**src/rtl/map_text_structure_counter_core_macros.svh**
```systemverilog
// assertion macros for the map text structure counter
`ifndef MAP_TEXT_STRUCTURE_COUNTER_CORE_MACROS_SVH
`define MAP_TEXT_STRUCTURE_COUNTER_CORE_MACROS_SVH

`ifndef ASSERT_OFF
// property must hold at every clock edge out of reset
`define MTSC_ASSERT(label, prop, msg) \
    label: assert property (@(posedge i_clk) disable iff (!i_rst_n) (prop)) else $error(msg);
// condition must never be seen out of reset
`define MTSC_NEVER(label, cond, msg) \
    label: assert property (@(posedge i_clk) disable iff (!i_rst_n) !(cond)) else $error(msg);
`else
`define MTSC_ASSERT(label, prop, msg)
`define MTSC_NEVER(label, cond, msg)
`endif

`endif

```
**src/rtl/mtsc_pkg.sv**
```systemverilog
// shared types and constants of the map text structure counter
package mtsc_pkg;

    // scanner modes
    typedef enum logic [1:0] {
        MODE_NORMAL  = 2'd0,
        MODE_QUOTE   = 2'd1,
        MODE_COMMENT = 2'd2,
        MODE_ENDED   = 2'd3
    } t_scan_mode;

    // characters the scanner reacts to
    localparam logic [7:0] CHAR_NUL     = 8'h00;
    localparam logic [7:0] CHAR_OPEN    = 8'h7B;
    localparam logic [7:0] CHAR_CLOSE   = 8'h7D;
    localparam logic [7:0] CHAR_PAREN   = 8'h28;
    localparam logic [7:0] CHAR_SLASH   = 8'h2F;
    localparam logic [7:0] CHAR_QUOTE   = 8'h22;
    localparam logic [7:0] CHAR_NEWLINE = 8'h0A;
    localparam logic [7:0] CHAR_SPACE   = 8'h20;
    localparam logic [7:0] CHAR_TAB     = 8'h09;
    localparam logic [7:0] CHAR_CR      = 8'h0D;

    // result field widths
    localparam int ENTITY_W    = 24;
    localparam int FACE_W      = 23;
    localparam int DEPTH_OUT_W = 16;

    // parens per face and spare texture slots
    localparam int PAREN_GROUP = 3;
    localparam int TEX_SPARE   = 100;

    localparam logic [ENTITY_W-1:0] ENTITY_MAX = '1;
    localparam logic [FACE_W-1:0]   FACE_MAX   = '1;

    // one result transaction
    typedef struct packed {
        logic [ENTITY_W-1:0]           entity_total;
        logic [ENTITY_W-1:0]           brush_total;
        logic [FACE_W-1:0]             face_total;
        logic                          face_count_odd;
        logic [FACE_W-1:0]             texture_capacity;
        logic signed [DEPTH_OUT_W-1:0] final_depth;
    } t_result;

endpackage

```
**src/rtl/mtsc_scan.sv**
```systemverilog
// input register, scanner state and per-byte update with result formatting
module mtsc_scan #(
    parameter int COUNT_WIDTH = 24,
    parameter int DEPTH_WIDTH = 16
) (
    input  logic             i_clk,
    input  logic             i_rst_n,
    input  logic             i_valid,
    output logic             o_ready,
    input  logic [7:0]       i_byte,
    input  logic             i_last,
    input  logic             i_slot_free,
    output logic             o_res_valid,
    output mtsc_pkg::t_result o_res
);
    import mtsc_pkg::*;

    localparam int CE = (COUNT_WIDTH > ENTITY_W) ? COUNT_WIDTH : ENTITY_W;
    localparam int DE = (DEPTH_WIDTH > DEPTH_OUT_W) ? DEPTH_WIDTH : DEPTH_OUT_W;
    localparam logic [COUNT_WIDTH-1:0] CNT_MAX = '1;
    localparam logic signed [DEPTH_WIDTH-1:0] DEPTH_MAX = {1'b0, {(DEPTH_WIDTH-1){1'b1}}};
    localparam logic signed [DEPTH_WIDTH-1:0] DEPTH_MIN = {1'b1, {(DEPTH_WIDTH-1){1'b0}}};
    localparam logic signed [DE-1:0] OUT_HI = DE'(32'sd32767);
    localparam logic signed [DE-1:0] OUT_LO = DE'(-32'sd32768);
    localparam logic [1:0] REM_TOP = 2'(PAREN_GROUP - 1);

    // input register
    logic       r_in_valid;
    logic [7:0] r_in_byte;
    logic       r_in_last;

    // scanner state
    t_scan_mode r_mode, n_mode;
    logic [7:0] r_held, n_held;
    logic       r_held_v, n_held_v;
    logic signed [DEPTH_WIDTH-1:0] r_depth, n_depth;
    logic [COUNT_WIDTH-1:0] r_ent, n_ent;
    logic [COUNT_WIDTH-1:0] r_bru, n_bru;
    logic [COUNT_WIDTH-1:0] r_pcnt, n_pcnt;
    logic [COUNT_WIDTH-1:0] r_pq, n_pq;
    logic [1:0]             r_pr, n_pr;

    logic       stage_go;
    logic       blank;
    logic       step_fire;
    logic       settle_fire;
    logic [7:0] settle_byte;
    logic [CE-1:0] ent_ext, bru_ext, q_ext;
    logic [FACE_W-1:0] faces;
    logic [FACE_W:0]   cap_sum;
    logic signed [DE-1:0] d_ext;

    // a last byte waits until the result slot is free
    assign stage_go = r_in_valid && (!r_in_last || i_slot_free);
    assign o_ready  = !r_in_valid || stage_go;
    assign o_res_valid = stage_go && r_in_last;

    // input register
    always_ff @(posedge i_clk) begin
        if (!i_rst_n) begin
            r_in_valid <= 1'b0;
        end else if (i_valid && o_ready) begin
            r_in_valid <= 1'b1;
        end else if (stage_go) begin
            r_in_valid <= 1'b0;
        end
        if (i_valid && o_ready) begin
            r_in_byte <= i_byte;
            r_in_last <= i_last;
        end
    end

    // mode and held byte update, picks which held brace gets decided
    always_comb begin
        n_mode   = r_mode;
        n_held   = r_held;
        n_held_v = r_held_v;
        n_pcnt   = r_pcnt;
        n_pq     = r_pq;
        n_pr     = r_pr;
        step_fire = 1'b0;
        blank = r_in_byte inside {CHAR_SPACE, [CHAR_TAB:CHAR_CR]};
        if (r_mode != MODE_ENDED) begin
            if (r_in_byte == CHAR_NUL) begin
                step_fire = r_held_v;
                n_held_v  = 1'b0;
                n_mode    = MODE_ENDED;
            end else if (r_mode == MODE_QUOTE) begin
                if (r_in_byte == CHAR_QUOTE) begin
                    n_mode = MODE_NORMAL;
                end
            end else if (r_mode == MODE_COMMENT) begin
                if (r_in_byte == CHAR_NEWLINE) begin
                    n_mode = MODE_NORMAL;
                end
            end else if (r_held_v && r_held == CHAR_SLASH && r_in_byte == CHAR_SLASH) begin
                n_held_v = 1'b0;
                n_mode   = MODE_COMMENT;
            end else begin
                step_fire = r_held_v && blank;
                n_held_v  = 1'b0;
                if (r_in_byte == CHAR_QUOTE) begin
                    n_mode = MODE_QUOTE;
                end else if (r_in_byte inside {CHAR_SLASH, CHAR_OPEN, CHAR_CLOSE}) begin
                    n_held   = r_in_byte;
                    n_held_v = 1'b1;
                end else if (r_in_byte == CHAR_PAREN && r_pcnt != CNT_MAX) begin
                    n_pcnt = r_pcnt + 1'b1;
                    if (r_pr == REM_TOP) begin
                        n_pr = 2'd0;
                        n_pq = r_pq + 1'b1;
                    end else begin
                        n_pr = r_pr + 2'd1;
                    end
                end
            end
        end
        // at most one held byte is decided per transaction
        settle_fire = step_fire || (r_in_last && n_held_v);
        settle_byte = step_fire ? r_held : r_in_byte;
    end

    // brace decision and counting
    always_comb begin
        n_depth = r_depth;
        n_ent   = r_ent;
        n_bru   = r_bru;
        if (settle_fire) begin
            if (settle_byte == CHAR_OPEN) begin
                if (r_depth == '0) begin
                    if (r_ent != CNT_MAX) n_ent = r_ent + 1'b1;
                end else if (r_depth == DEPTH_WIDTH'(1)) begin
                    if (r_bru != CNT_MAX) n_bru = r_bru + 1'b1;
                end
                if (r_depth != DEPTH_MAX) n_depth = r_depth + 1'b1;
            end else if (settle_byte == CHAR_CLOSE) begin
                if (r_depth != DEPTH_MIN) n_depth = r_depth - 1'b1;
            end
        end
    end

    // result fields clamped to their widths
    always_comb begin
        ent_ext = CE'(n_ent);
        bru_ext = CE'(n_bru);
        q_ext   = CE'(n_pq);
        d_ext   = DE'($signed(n_depth));
        o_res.entity_total = (ent_ext > CE'(ENTITY_MAX)) ? ENTITY_MAX
                                                          : ent_ext[ENTITY_W-1:0];
        o_res.brush_total  = (bru_ext > CE'(ENTITY_MAX)) ? ENTITY_MAX
                                                          : bru_ext[ENTITY_W-1:0];
        faces = (q_ext > CE'(FACE_MAX)) ? FACE_MAX : q_ext[FACE_W-1:0];
        o_res.face_total     = faces;
        o_res.face_count_odd = (n_pr != 2'd0);
        cap_sum = {1'b0, faces} + (FACE_W+1)'(TEX_SPARE);
        o_res.texture_capacity = (cap_sum > {1'b0, FACE_MAX}) ? FACE_MAX
                                                               : cap_sum[FACE_W-1:0];
        if (d_ext > OUT_HI) begin
            o_res.final_depth = OUT_HI[DEPTH_OUT_W-1:0];
        end else if (d_ext < OUT_LO) begin
            o_res.final_depth = OUT_LO[DEPTH_OUT_W-1:0];
        end else begin
            o_res.final_depth = d_ext[DEPTH_OUT_W-1:0];
        end
    end

    // scanner state, back to reset after the last byte
    always_ff @(posedge i_clk) begin
        if (!i_rst_n || (stage_go && r_in_last)) begin
            r_mode   <= MODE_NORMAL;
            r_held   <= '0;
            r_held_v <= 1'b0;
            r_depth  <= '0;
            r_ent    <= '0;
            r_bru    <= '0;
            r_pcnt   <= '0;
            r_pq     <= '0;
            r_pr     <= 2'd0;
        end else if (stage_go) begin
            r_mode   <= n_mode;
            r_held   <= n_held;
            r_held_v <= n_held_v;
            r_depth  <= n_depth;
            r_ent    <= n_ent;
            r_bru    <= n_bru;
            r_pcnt   <= n_pcnt;
            r_pq     <= n_pq;
            r_pr     <= n_pr;
        end
    end

endmodule

```
**src/rtl/mtsc_out.sv**
```systemverilog
// result register with output handshake
module mtsc_out (
    input  logic              i_clk,
    input  logic              i_rst_n,
    input  logic              i_res_valid,
    input  mtsc_pkg::t_result i_res,
    output logic              o_slot_free,
    output logic              o_valid,
    input  logic              i_ready,
    output mtsc_pkg::t_result o_res
);
    import mtsc_pkg::*;

    logic    r_valid;
    t_result r_res;

    assign o_slot_free = !r_valid || i_ready;
    assign o_valid = r_valid;
    assign o_res   = r_res;

    // hold a result until its transaction completes
    always_ff @(posedge i_clk) begin
        if (!i_rst_n) begin
            r_valid <= 1'b0;
        end else if (i_res_valid) begin
            r_valid <= 1'b1;
        end else if (i_ready) begin
            r_valid <= 1'b0;
        end
        if (i_res_valid) begin
            r_res <= i_res;
        end
    end

endmodule

```
**src/rtl/map_text_structure_counter_core.sv**
```systemverilog
// top level of the map text structure counter
//
//  channel | direction | payload                                        | handshake
//  --------+-----------+------------------------------------------------+------------------------
//  in      | input     | text_byte, last_byte                           | i_in_valid / o_in_ready
//  out     | output    | entity/brush/face totals, odd, capacity, depth | o_out_valid / i_out_ready
//
// one byte per cycle while the input is not blocked; each transaction passes through
// the input register and the scanner state updates as it leaves, so a result is
// registered in the result register when its last byte leaves the input register.
// reset (i_rst_n low at a clock edge) empties both registers and clears the scanner.
// a waiting result holds a last byte in the input register, which blocks the
// input until the result transaction completes; other bytes never wait.
`include "map_text_structure_counter_core_macros.svh"

module map_text_structure_counter_core #(
    parameter int COUNT_WIDTH = 24,
    parameter int DEPTH_WIDTH = 16
) (
    input  logic        i_clk,
    input  logic        i_rst_n,
    input  logic        i_in_valid,
    output logic        o_in_ready,
    input  logic [7:0]  i_text_byte,
    input  logic        i_last_byte,
    output logic        o_out_valid,
    input  logic        i_out_ready,
    output logic [mtsc_pkg::ENTITY_W-1:0]           o_entity_total,
    output logic [mtsc_pkg::ENTITY_W-1:0]           o_brush_total,
    output logic [mtsc_pkg::FACE_W-1:0]             o_face_total,
    output logic                                    o_face_count_odd,
    output logic [mtsc_pkg::FACE_W-1:0]             o_texture_capacity,
    output logic signed [mtsc_pkg::DEPTH_OUT_W-1:0] o_final_depth
);
    import mtsc_pkg::*;

    logic    res_valid;
    logic    slot_free;
    t_result scan_res;
    t_result out_res;
    logic    cap_ok;

    // scanner with input register
    mtsc_scan #(
        .COUNT_WIDTH (COUNT_WIDTH),
        .DEPTH_WIDTH (DEPTH_WIDTH)
    ) u_scan (
        .i_clk       (i_clk),
        .i_rst_n     (i_rst_n),
        .i_valid     (i_in_valid),
        .o_ready     (o_in_ready),
        .i_byte      (i_text_byte),
        .i_last      (i_last_byte),
        .i_slot_free (slot_free),
        .o_res_valid (res_valid),
        .o_res       (scan_res)
    );

    // result register
    mtsc_out u_out (
        .i_clk       (i_clk),
        .i_rst_n     (i_rst_n),
        .i_res_valid (res_valid),
        .i_res       (scan_res),
        .o_slot_free (slot_free),
        .o_valid     (o_out_valid),
        .i_ready     (i_out_ready),
        .o_res       (out_res)
    );

    assign o_entity_total     = out_res.entity_total;
    assign o_brush_total      = out_res.brush_total;
    assign o_face_total       = out_res.face_total;
    assign o_face_count_odd   = out_res.face_count_odd;
    assign o_texture_capacity = out_res.texture_capacity;
    assign o_final_depth      = out_res.final_depth;

    // capacity is faces plus spare slots unless clamped
    assign cap_ok = (o_texture_capacity == FACE_MAX) ||
                    (ENTITY_W'(o_texture_capacity) ==
                     ENTITY_W'(o_face_total) + ENTITY_W'(TEX_SPARE));

    // a new result never overwrites one still waiting
    `MTSC_NEVER(a_no_overwrite, res_valid && !slot_free, "result overwritten while stalled")
    // output valid only rises after the scanner delivered a result
    `MTSC_ASSERT(a_rise_from_scan, $rose(o_out_valid) |-> $past(res_valid), "result from nowhere")
    // capacity consistent with the face total
    `MTSC_ASSERT(a_capacity, o_out_valid |-> cap_ok, "capacity mismatch")

endmodule
```
**config.mk**
```make
export PLATFORM = sky130hd
export DESIGN_NAME = map_text_structure_counter_core
export DESIGN_NICKNAME = d
export VERILOG_FILES = /design/src/rtl/mtsc_pkg.sv /design/src/rtl/mtsc_scan.sv /design/src/rtl/mtsc_out.sv /design/src/rtl/map_text_structure_counter_core.sv
export VERILOG_INCLUDE_DIRS = /design/src /design/src/rtl
export SDC_FILE = /design/constraint.sdc
export NUM_CORES = 1
export LEC_CHECK = 0
export ABC_AREA = 1
export BUFFER_PORTS_ARGS = -buffer_cell sky130_fd_sc_hd__clkbuf_2
export CAP_MARGIN = 20
export CORE_UTILIZATION = 50
export CTS_BUF_LIST = sky130_fd_sc_hd__clkbuf_8 sky130_fd_sc_hd__clkbuf_16
export CTS_CLUSTER_DIAMETER = 100
export CTS_CLUSTER_SIZE = 20
export DETAILED_ROUTE_END_ITERATION = 10
export HOLD_SLACK_MARGIN = 0.03
export PLACE_DENSITY = 0.69
export SYNTH_ARGS = -nofsm -noshare
export SYNTH_HDL_FRONTEND = slang
export SYNTH_SLANG_ARGS = --single-unit
```
**constraint.sdc**
```tcl
create_clock -name i_clk -period 4.5 [get_ports i_clk]
set_clock_uncertainty 0.1 [all_clocks]
set_input_delay 0.225 -clock i_clk [delete_from_list [all_inputs] [get_ports i_clk]]
set_output_delay 0.225 -clock i_clk [all_outputs]
set_load 0.01 [all_outputs]
```
==> results of run 1 <==
[worst max-delay path by stage]
stage                     slack, ns         endpoint                start  depth (start not counted)
final                          1.07  u_out.o_res[89]  u_scan.r_in_byte[0]                         13
after global routing           0.71  u_out.o_res[95]  u_scan.r_in_byte[4]                         14
after CTS                      1.07  u_out.o_res[89]  u_scan.r_in_byte[0]                         13
after detailed placement       1.10  u_out.o_res[89]  u_scan.r_in_byte[0]                         13
after global placement         1.11  u_out.o_res[95]  u_scan.r_in_byte[4]                         14
after floorplan                0.92   u_out.o_res[0]     u_scan.r_in_last                          5
[per-layer routing]
| layer | track usage (%) | vias up |
|---|---|---|
| li1 | - | 6551 |
| met2 | 37.1 | 340 |
| met4 | 4.04 | 0 |
| met1 | 36.0 | 5846 |
| met3 | 2.73 | 40 |
| met5 | 0 | - |
[cell usage in the layout (no fill, tap or decap), types with 3 or more instances in the layout]
master,n
sky130_fd_sc_hd__nor4_1,13
sky130_fd_sc_hd__nand2_2,24
sky130_fd_sc_hd__nor3_2,4
sky130_fd_sc_hd__inv_2,21
sky130_fd_sc_hd__clkbuf_2,125
sky130_fd_sc_hd__xor2_1,52
sky130_fd_sc_hd__nand2_1,432
sky130_fd_sc_hd__o211ai_1,11
sky130_fd_sc_hd__a31oi_1,3
sky130_fd_sc_hd__clkbuf_16,17
sky130_fd_sc_hd__a21oi_1,114
sky130_fd_sc_hd__nand3_1,156
sky130_fd_sc_hd__ha_1,8
sky130_fd_sc_hd__dfxtp_1,127
sky130_fd_sc_hd__nor2_2,16
sky130_fd_sc_hd__nor2_4,13
sky130_fd_sc_hd__nor2_1,169
sky130_fd_sc_hd__nand2_4,5
sky130_fd_sc_hd__nor3_1,44
sky130_fd_sc_hd__xnor2_1,14
sky130_fd_sc_hd__or2_2,4
sky130_fd_sc_hd__o21a_1,5
sky130_fd_sc_hd__dlygate4sd3_1,13
sky130_fd_sc_hd__o21ai_1,28
sky130_fd_sc_hd__inv_1,251
sky130_fd_sc_hd__buf_4,12
sky130_fd_sc_hd__o21ai_0,156
sky130_fd_sc_hd__a21oi_2,3
sky130_fd_sc_hd__nand3_2,12
sky130_fd_sc_hd__edfxtp_1,120
sky130_fd_sc_hd__nand3b_1,3
sky130_fd_sc_hd__nand4_1,42
[what timing repair did]
action / CTS / global route
setup buffers: 0 / 0
hold buffers: 13 / 0
hold endpoints to repair: 11 / 0
setup endpoints to repair: 0 / 0
[cells by family after synthesis]
family	after synthesis
adders and majority gates	8
AOI/OAI and AO/OA	328
DFF	247
and+or+nand+nor	947
xor gates and xnor gates	66
buffers and inverters	346
[through the flow]
step | hold WS, ns | instances | instance area (µm²)
2_1_floorplan | 0.224 | 1942 | 14300
3_3_place_gp | 0.302 | 2381 | 15100
3_5_place_dp | 0.304 | 2381 | 15100
4_1_cts | 0.229 | 2421 | 15700
5_1_grt | 0.323 | 2421 | 15700
6_report | 0.252 | 2421 | 15700
[sequential cells by signal, indices dropped and copies added, names as in the netlist]
register           count
u_scan.r_ent          24
u_scan.r_in_last       1
u_scan.r_pq           24
u_scan.r_pr            2
u_out.o_res          111
u_scan.r_pcnt         24
u_scan.r_held_v        1
u_out.o_valid          1
u_scan.r_mode          2
u_scan.r_depth        16
u_scan.r_in_valid      1
u_scan.r_held          8
u_scan.r_bru          24
u_scan.r_in_byte       8
[layout make-up]
class	instances	area (µm²)	area share [%]
repair buffers	152	886	5.63
flip-flops and latches	247	6150	39.0
inverters	268	1010	6.43
clock inverters	10	46.3	0.294
well taps	378	473	3.00
clock buffers	17	425	2.70
multi-input cells	1349	6760	42.9
[synthesized netlist by cell type (all sizes together) (3+ instances only)]
library cell and instances:
a21oi 118, a31oi 3, buf 24, clkbuf 54, dfxtp 127, edfxtp 120
ha 8, inv 267, nand2 461, nand3 169, nand3b 3, nand4 42
nor2 199, nor3 48, nor4 13, o211ai 11, o21a 5, o21ai 184
or2 6, xnor2 14, xor2 52
[power breakdown]
group | total [mW] | internal, mW | switching [mW] | leakage (nW)
clock | 1.46 | 0.691 | 0.773 | 0.262
combinational | 0.586 | 0.195 | 0.391 | 4.32
sequential | 2.56 | 2.46 | 0.0959 | 2.16
total | 4.61 | 3.35 | 1.26 | 6.75
[worst max-delay path, stage by stage (launching register included)]
cell	delay [ns]
sky130_fd_sc_hd__edfxtp_1	0.49
sky130_fd_sc_hd__nor2_1	0.25
sky130_fd_sc_hd__nand2_2	0.12
sky130_fd_sc_hd__inv_1	0.06
sky130_fd_sc_hd__nand2_1	0.06
sky130_fd_sc_hd__a21oi_2	0.46
sky130_fd_sc_hd__nand2_4	0.18
sky130_fd_sc_hd__nand2_2	0.12
sky130_fd_sc_hd__buf_4	0.50
sky130_fd_sc_hd__nand2_2	0.24
sky130_fd_sc_hd__nor2_4	0.22
sky130_fd_sc_hd__nand2_1	0.10
sky130_fd_sc_hd__xor2_1	0.20
sky130_fd_sc_hd__inv_1	0.07
==> impl_summary.log, run 1 <==
INFO  metric hpwlAfterDp = 25100 µm
INFO  metric drt_drc_violations_left = 0
INFO  metric synth-compound-area-share = 12.1%
INFO  metric synth-xor-area-share = 4.05%
INFO  metric reg2reg_depth = 13
INFO  metric fp.dieW = 171 µm
INFO  metric met3WireLength = 1960 µm
INFO  metric netlist_top_cells_area = sky130_fd_sc_hd__edfxtp_1 (25%), sky130_fd_sc_hd__dfxtp_1 (18%), sky130_fd_sc_hd__nand2_1 (11%)
INFO  metric hp-class = in -> reg
INFO  metric synth_top_family_by_area = simple AND/OR/NAND/NOR gates
INFO  metric place_ws = 1.10 ns
INFO  metric areaGrowthSynthToFinish = 10.2%
INFO  metric post_route_cells_drive_above_1_share = 13.1%
INFO  metric grt_max_degree = 112
INFO  metric yosys_register_bits = 247
INFO  metric maxCapViolCount = 0
INFO  metric timing.fmax = 0.291 GHz
INFO  metric r2r_end = u_out.o_res[89]
INFO  metric vias_per_cell = 5.28
INFO  metric drt_first_iter_violations = 1027
INFO  metric timing.setup.critical_path_class = reg -> reg
INFO  metric hold_path_end = u_scan.r_held_v
INFO  metric synthesis.area_per_instance = 7.36 µm²
INFO  metric clock_tree.root_cell = sky130_fd_sc_hd__clkbuf_16
INFO  metric period_minus_slack = 3.43 ns
INFO  metric antenna_cells_inserted = 0
INFO  metric synth_seq_area_share = 43.0%
INFO  metric post_syn_instances = 1942
INFO  metric leak_pwr = 6.75 nW
INFO  metric post-route-worst-setup-slack = 1.07 ns
INFO  metric wl_met2 = 15000 µm
INFO  metric wl_met1 = 17400 µm
INFO  metric post_synth_and_or_nand_nor_area_fraction = 30.4%
INFO  metric cts-htree-levels = 1
INFO  metric powerDensity = 293 nW/µm²
INFO  metric clkSlewWorstSetupHoldPaths = 0.09 ns
INFO  metric holdPathStages = 7
INFO  metric final_antenna_net_count = 0
INFO  metric number_of_antenna_violations_at_the_first_check_in_global_routing = 0
INFO  metric max-vdd-ir-drop = 248 µV
INFO  metric synth.yosys.warnings = 0
INFO  metric hold_path_origin = i_out_ready
INFO  metric floorplan.die.height = 171 µm
INFO  metric cp.arrival = 3.59 ns
INFO  metric clk_path_buf_depth = 3
INFO  metric finalSetupTns = 0 ns
INFO  metric top_level_ports = 126
INFO  metric design_power_total = 4.61 mW
INFO  metric core_occupancy_in_the_finished_layout = 56.4%
INFO  metric number_of_filler_cells_placed_in_the_layout = 2691
INFO  metric topRoutingLayerUsed = met4
INFO  metric tritoncts.num_buffers = 16
INFO  metric post-synth-top-area-fraction = 25.2%
INFO  metric worst-path-max-fanout = 56
INFO  metric reg2reg_from = u_scan.r_in_byte[0]
INFO  metric wire_length_of_the_first_global_routing_pass = 56900 µm
INFO  metric port_buffers = 125
INFO  metric crit_path_start_kind = flop
INFO  metric grtUsageTotal = 23.9%
INFO  metric via_count = 12800
INFO  metric tritoncts_num_sinks = 247
INFO  metric rows = 61
INFO  metric wire_per_inst = 14.4 µm
INFO  metric overflow = 0
INFO  metric initial_utilization = 51.1%
INFO  metric synth.net_count = 1963
INFO  metric cts_resized = 0
INFO  metric muxShareOfSynthArea = 0%
INFO  metric worstSetupEndpointType = flop
INFO  metric critical_path_required = 4.65 ns
INFO  metric setup_slack_of_the_worst_register_to_register_path = 1.07 ns
INFO  metric setup_violations = 0
INFO  metric synth_enable_flop_cells = 120
INFO  metric timing_max_transition_violations_final = 0
INFO  metric tritoncts = built
INFO  metric wirelength = 34800 µm
INFO  metric synth_async_sr_flop_share = 0%
INFO  metric design.core.area = 27900 µm²
INFO  metric post_synth_fa_ha_maj_area_fraction = 0.701%
INFO  metric last_weighted_congestion_value_of_the_routability_driven_placer = 0.935
INFO  metric outcome = completed
INFO  metric worstSkewPairLatency = 0.51 ns
INFO  metric first_pass_iteration_count_of_the_detailed_router = 5
INFO  metric cell_type_with_the_largest_total_area_after_synthesis = sky130_fd_sc_hd__edfxtp_1
INFO  metric syn_area = 14300 µm²
INFO  metric finalNetCount = 2055
INFO  metric grt_setup_unrepaired = false
INFO  metric report.final.hold_viol_count = 0
INFO  metric tightest_slew = 1.00 ns
INFO  metric synth_top_flop_cell = sky130_fd_sc_hd__dfxtp_1
INFO  metric final_min_period_over_clock_period = 76.3%
INFO  metric yosysUniqueCellTypes = 51
INFO  metric worst_rel_slew_slack = 33.2%
INFO  metric die_area = 29300 µm²
INFO  metric first_global_vias = 11300
Power figures use the tool's default switching activity.
==> run 2, diff against run 1 <==
--- a/config.mk
+++ b/config.mk
@@ -6,7 +6,7 @@
 export SDC_FILE = /design/constraint.sdc
 export NUM_CORES = 1
 export LEC_CHECK = 0
-export ABC_AREA = 1
+export ABC_AREA = 0
 export BUFFER_PORTS_ARGS = -buffer_cell sky130_fd_sc_hd__clkbuf_2
 export CAP_MARGIN = 20
 export CORE_UTILIZATION = 50
@@ -15,7 +15,7 @@
 export CTS_CLUSTER_SIZE = 20
 export DETAILED_ROUTE_END_ITERATION = 10
 export HOLD_SLACK_MARGIN = 0.03
-export PLACE_DENSITY = 0.69
+export PLACE_DENSITY = 0.72
 export SYNTH_ARGS = -nofsm -noshare
 export SYNTH_HDL_FRONTEND = slang
 export SYNTH_SLANG_ARGS = --single-unit
==> constraint.sdc (replaced) <==
create_clock -name i_clk -period 2.8 [get_ports i_clk]
set_clock_uncertainty 0.1 [all_clocks]
set_input_delay 0.14 -clock i_clk [delete_from_list [all_inputs] [get_ports i_clk]]
set_output_delay 0.14 -clock i_clk [all_outputs]
set_load 0.01 [all_outputs]
==> run 2 against run 1 <==
Compared with the run above: area after synthesis is 9.4% lower; sequential share of layout area down 5.9 points; via count decreased by 0.36%; clock power up 62%; count of clock-buffer cells in the layout stayed put; largest cell class unchanged; critical endpoint is now u_out.o_res[34]; the flow now finishes with violations (setup timing); highest routed layer unchanged; synthesized cell count decreased by 28%; setup slack got worse by 1.9 ns; worst hold slack got worse by 0.087 ns; core utilization increased by 17 points.
==> impl_summary.log, run 2 <==
INFO  metric leak_pwr = 7.10 nW
INFO  metric report.final.hold_viol_count = 0
INFO  metric r2r_end = u_out.o_res[34]
INFO  metric floorplan.die.height = 163 µm
INFO  metric place_ws = -0.841 ns
INFO  metric drt_drc_violations_left = 0
INFO  metric timing.critical_path.slowest_cell_delay = 0.52 ns
INFO  metric post_route_cells_drive_above_1_share = 39.0%
INFO  metric worstSkewPairLatency = 0.51 ns
INFO  metric cell_type_with_the_largest_total_area_after_synthesis = sky130_fd_sc_hd__edfxtp_1
INFO  metric clkSlewWorstSetupHoldPaths = 0.09 ns
INFO  metric tritoncts = built
INFO  metric drt_first_iter_violations = 1170
INFO  metric worst-path-max-fanout = 7
INFO  metric synthesis.area_per_instance = 9.28 µm²
INFO  metric max-vdd-ir-drop = 351 µV
INFO  metric post-place-cells = 2052
INFO  metric critical_path_required = 2.94 ns
INFO  metric final_cell_mix = sky130_fd_sc_hd__buf_4 (276), sky130_fd_sc_hd__clkbuf_2 (125), sky130_fd_sc_hd__dfxtp_1 (124)
INFO  metric core_occupancy_in_the_finished_layout = 73.5%
INFO  metric critPathBufInv = 0
INFO  metric tritoncts_num_sinks = 247
INFO  metric overflow = 0
INFO  metric instances_no_fill = 2152
INFO  metric maxCapViolCount = 0
INFO  metric wire_per_inst = 18.2 µm
INFO  metric top_level_ports = 126
INFO  metric first_pass_iteration_count_of_the_detailed_router = 5
INFO  metric largest_register_ffs = 111
INFO  metric hpwlAfterDp = 25300 µm
INFO  metric cpMaxStageDelayCell = sky130_fd_sc_hd__or4b_4
INFO  metric setup_slack_of_the_worst_register_to_register_path = -0.79 ns
INFO  metric fin_worst_hold_slack = 0.165 ns
INFO  metric kind_of_cell_adding_the_most_delay_to_the_critical_path = simple AND/OR/NAND/NOR gates
INFO  metric timing_max_transition_violations_final = 0
INFO  metric wirelength = 39200 µm
INFO  metric area.sequential = 6150 µm²
INFO  metric synth_enable_flop_cells = 120
INFO  metric post-synth-top-area-fraction = 27.8%
INFO  metric synth.yosys.warnings = 0
INFO  metric cp.arrival = 3.72 ns
INFO  metric layout_commonest_cell = sky130_fd_sc_hd__buf_4
INFO  metric worst_rel_slew_slack = 51.7%
INFO  metric yosysUniqueCellTypes = 84
INFO  metric period_minus_slack = 3.59 ns
INFO  metric share_comb_of_total_power = 4.5%
INFO  metric synth_seq_area_share = 47.5%
INFO  metric rows = 58
INFO  metric netlist_top_cells_area = sky130_fd_sc_hd__edfxtp_1 (28%), sky130_fd_sc_hd__dfxtp_1 (20%), sky130_fd_sc_hd__xnor2_1 (6.1%)
INFO  metric timing.setup.critical_path_class = reg -> reg
INFO  metric clock_power_share = 36.2%
INFO  metric vias_per_cell = 5.92
INFO  metric clk_path_buf_depth = 3
INFO  metric cts-htree-levels = 1
INFO  metric final_min_period_over_clock_period = 128%
INFO  metric tritoncts.num_buffers = 16
INFO  metric post-route-worst-setup-slack = -0.788 ns
INFO  metric outcome = finished, violations left
INFO  metric port_buffers = 125
INFO  metric timing.fmax = 0.279 GHz
INFO  metric worstSetupEndpointType = flop
INFO  metric holdPathStages = 6
INFO  metric yosys_register_bits = 247
INFO  metric synth_commonest_cells = sky130_fd_sc_hd__nor2_1 (135), sky130_fd_sc_hd__nand2_1 (132), sky130_fd_sc_hd__dfxtp_1 (127)
INFO  metric number_of_antenna_violations_at_the_first_check_in_global_routing = 0
INFO  metric grt_setup_unrepaired = true
INFO  metric reg2reg_depth = 13
INFO  metric grt_max_degree = 40
INFO  metric most_repeated_cell_in_the_gate_level_netlist_after_synthesis = sky130_fd_sc_hd__nor2_1
INFO  metric antenna_cells_inserted = 0
INFO  metric final_antenna_net_count = 0
INFO  metric power.sequential.fraction = 59.3%
INFO  metric clock_tree.root_cell = sky130_fd_sc_hd__clkbuf_16
INFO  metric areaGrowthSynthToFinish = 43.4%
INFO  metric reg2reg_from = u_scan.r_in_byte[1]
INFO  metric crit_path_start_kind = flop
INFO  metric setup_violations = 156
INFO  metric powerDensity = 350 nW/µm²
INFO  metric finalSetupTns = -62.21 ns
INFO  metric cp_cell_sequence = nor4b_4 -> nand4_1 -> a21o_1 -> or4b_4 -> and2_4 -> nand2_4 -> ha_4 -> nand2_2 -> mux2_4 -> a21oi_4 -> a41o_4 -> nor3b_4 -> o21ai_1
INFO  metric post_syn_instances = 1395
INFO  metric hp-class = in -> reg
INFO  metric multiInputGateArea = 7720 µm²
INFO  metric syn_area = 12900 µm²
INFO  metric p_switching = 1.45 mW
INFO  metric synth_async_sr_flop_share = 0%
INFO  metric design.core.area = 25300 µm²
INFO  metric power_report.internal_total = 5.05 mW
INFO  metric fp.dieW = 163 µm
INFO  metric failed_checks = setup timing
INFO  metric first_global_vias = 12200
INFO  metric last_weighted_congestion_value_of_the_routability_driven_placer = 0.925
INFO  metric hold_path_origin = i_out_ready
INFO  metric worstSetupPathDepth = 13
INFO  metric via_count = 12700
INFO  metric synth.net_count = 1416
INFO  metric switching_portion_of_total_power = 22.3%
INFO  metric number_of_filler_cells_placed_in_the_layout = 1667
INFO  metric die_area = 26500 µm²
INFO  metric initial_utilization = 51.3%
INFO  metric wire_length_of_the_first_global_routing_pass = 60600 µm
INFO  metric finalNetCount = 1833
INFO  metric synth_top_flop_cell = sky130_fd_sc_hd__dfxtp_1
INFO  metric hold_path_end = u_scan.r_pq[15]
INFO  metric tightest_slew = 0.717 ns
INFO  metric grtUsageTotal = 28.1%
## run 2: changes by cell type in the layout (fill, tap and decap cells not counted), sizes merged, moves of 35 or more
| cell | change |
|---|---|
| nand2 | -329 |
| buf | +321 |
| inv | -234 |
| o21ai | -113 |
| nand3 | -97 |
| xnor2 | +76 |
| nor2 | -64 |
| or3 | +50 |
| a21oi | -35 |
## run 2: power by group through the flow
stage	clock network [mW]	logic (mW)	registers, mW
3_5_place_dp	0	0.257	3.94
2_1_floorplan	0	0.0923	3.97
5_1_grt	2.52	0.312	3.86
4_1_cts	2.39	0.291	3.85
6_report	2.36	0.293	3.85
3_3_place_gp	0	0.255	3.93
## run 2: final cells by class
type | instances | share of cell area [%]
Timing Repair Buffer | 476 | 19.8
Multi-Input combinational cell | 1039 | 41.6
Clock buffer | 17 | 2.29
Tap cell | 330 | 2.22
Clock inverter | 11 | 0.290
Sequential cell | 247 | 33.1
Inverter | 32 | 0.667
## run 2: stage by stage
stage / area, µm² / total power [mW]
2_1_floorplan: 13400 / 4.06
3_3_place_gp: 16200 / 4.19
3_5_place_dp: 16200 / 4.19
4_1_cts: 18300 / 6.53
5_1_grt: 18600 / 6.69
6_report: 18600 / 6.50
## run 2: worst max path at each step
stage / slack [ns] / from / endpoint
after floorplan: -1.07 / u_scan.r_pq[2] / u_out.o_res[34]
after global placement: -0.70 / u_scan.r_in_byte[1] / u_out.o_res[34]
after detailed placement: -0.84 / u_scan.r_in_byte[1] / u_out.o_res[34]
after CTS: -0.72 / u_scan.r_in_byte[0] / u_out.o_res[34]
after global routing: -0.92 / u_scan.r_in_byte[1] / u_out.o_res[38]
final: -0.79 / u_scan.r_in_byte[1] / u_out.o_res[34]
## run 2: per-layer routing
layer	global-route usage (%)	share of wire, %	vias up
li1	-	-	5925
met1	37.0	43	6112
met2	47.8	48	580
met3	3.64	6.4	114
met4	8.96	2.9	0
met5	0	0	-
## run 2: cell families (layout without fill, tap and decap cells)
family / after synthesis / count (layout) / synth area share (%)
buf+inv: 113 / 536 / 3.48
xor+xnor: 143 / 143 / 9.67
fa+ha+maj: 9 / 9 / 0.851
compound gates: 271 / 271 / 13.8
simple gates: 600 / 604 / 23.7
mux: 12 / 12 / 0.966
flops: 247 / 247 / 47.5
## run 2: repair_timing
item                                   4_1_cts  5_1_grt
pin swaps                                   91       25
buffers inserted                            44       11
endpoints found under the hold margin       11        0
setup endpoints to repair                  148      186
gates cloned                                10        1
hold buffers                                13        0
gates resized for setup                    236       53
## run 2: tightest hold or removal path, stage by stage
cell and delay (ns):
sky130_fd_sc_hd__clkbuf_2 0.10, sky130_fd_sc_hd__nor2b_4 0.15, sky130_fd_sc_hd__a21boi_4 0.12, sky130_fd_sc_hd__nand2_1 0.08, sky130_fd_sc_hd__xor2_1 0.06, sky130_fd_sc_hd__nor2_1 0.07
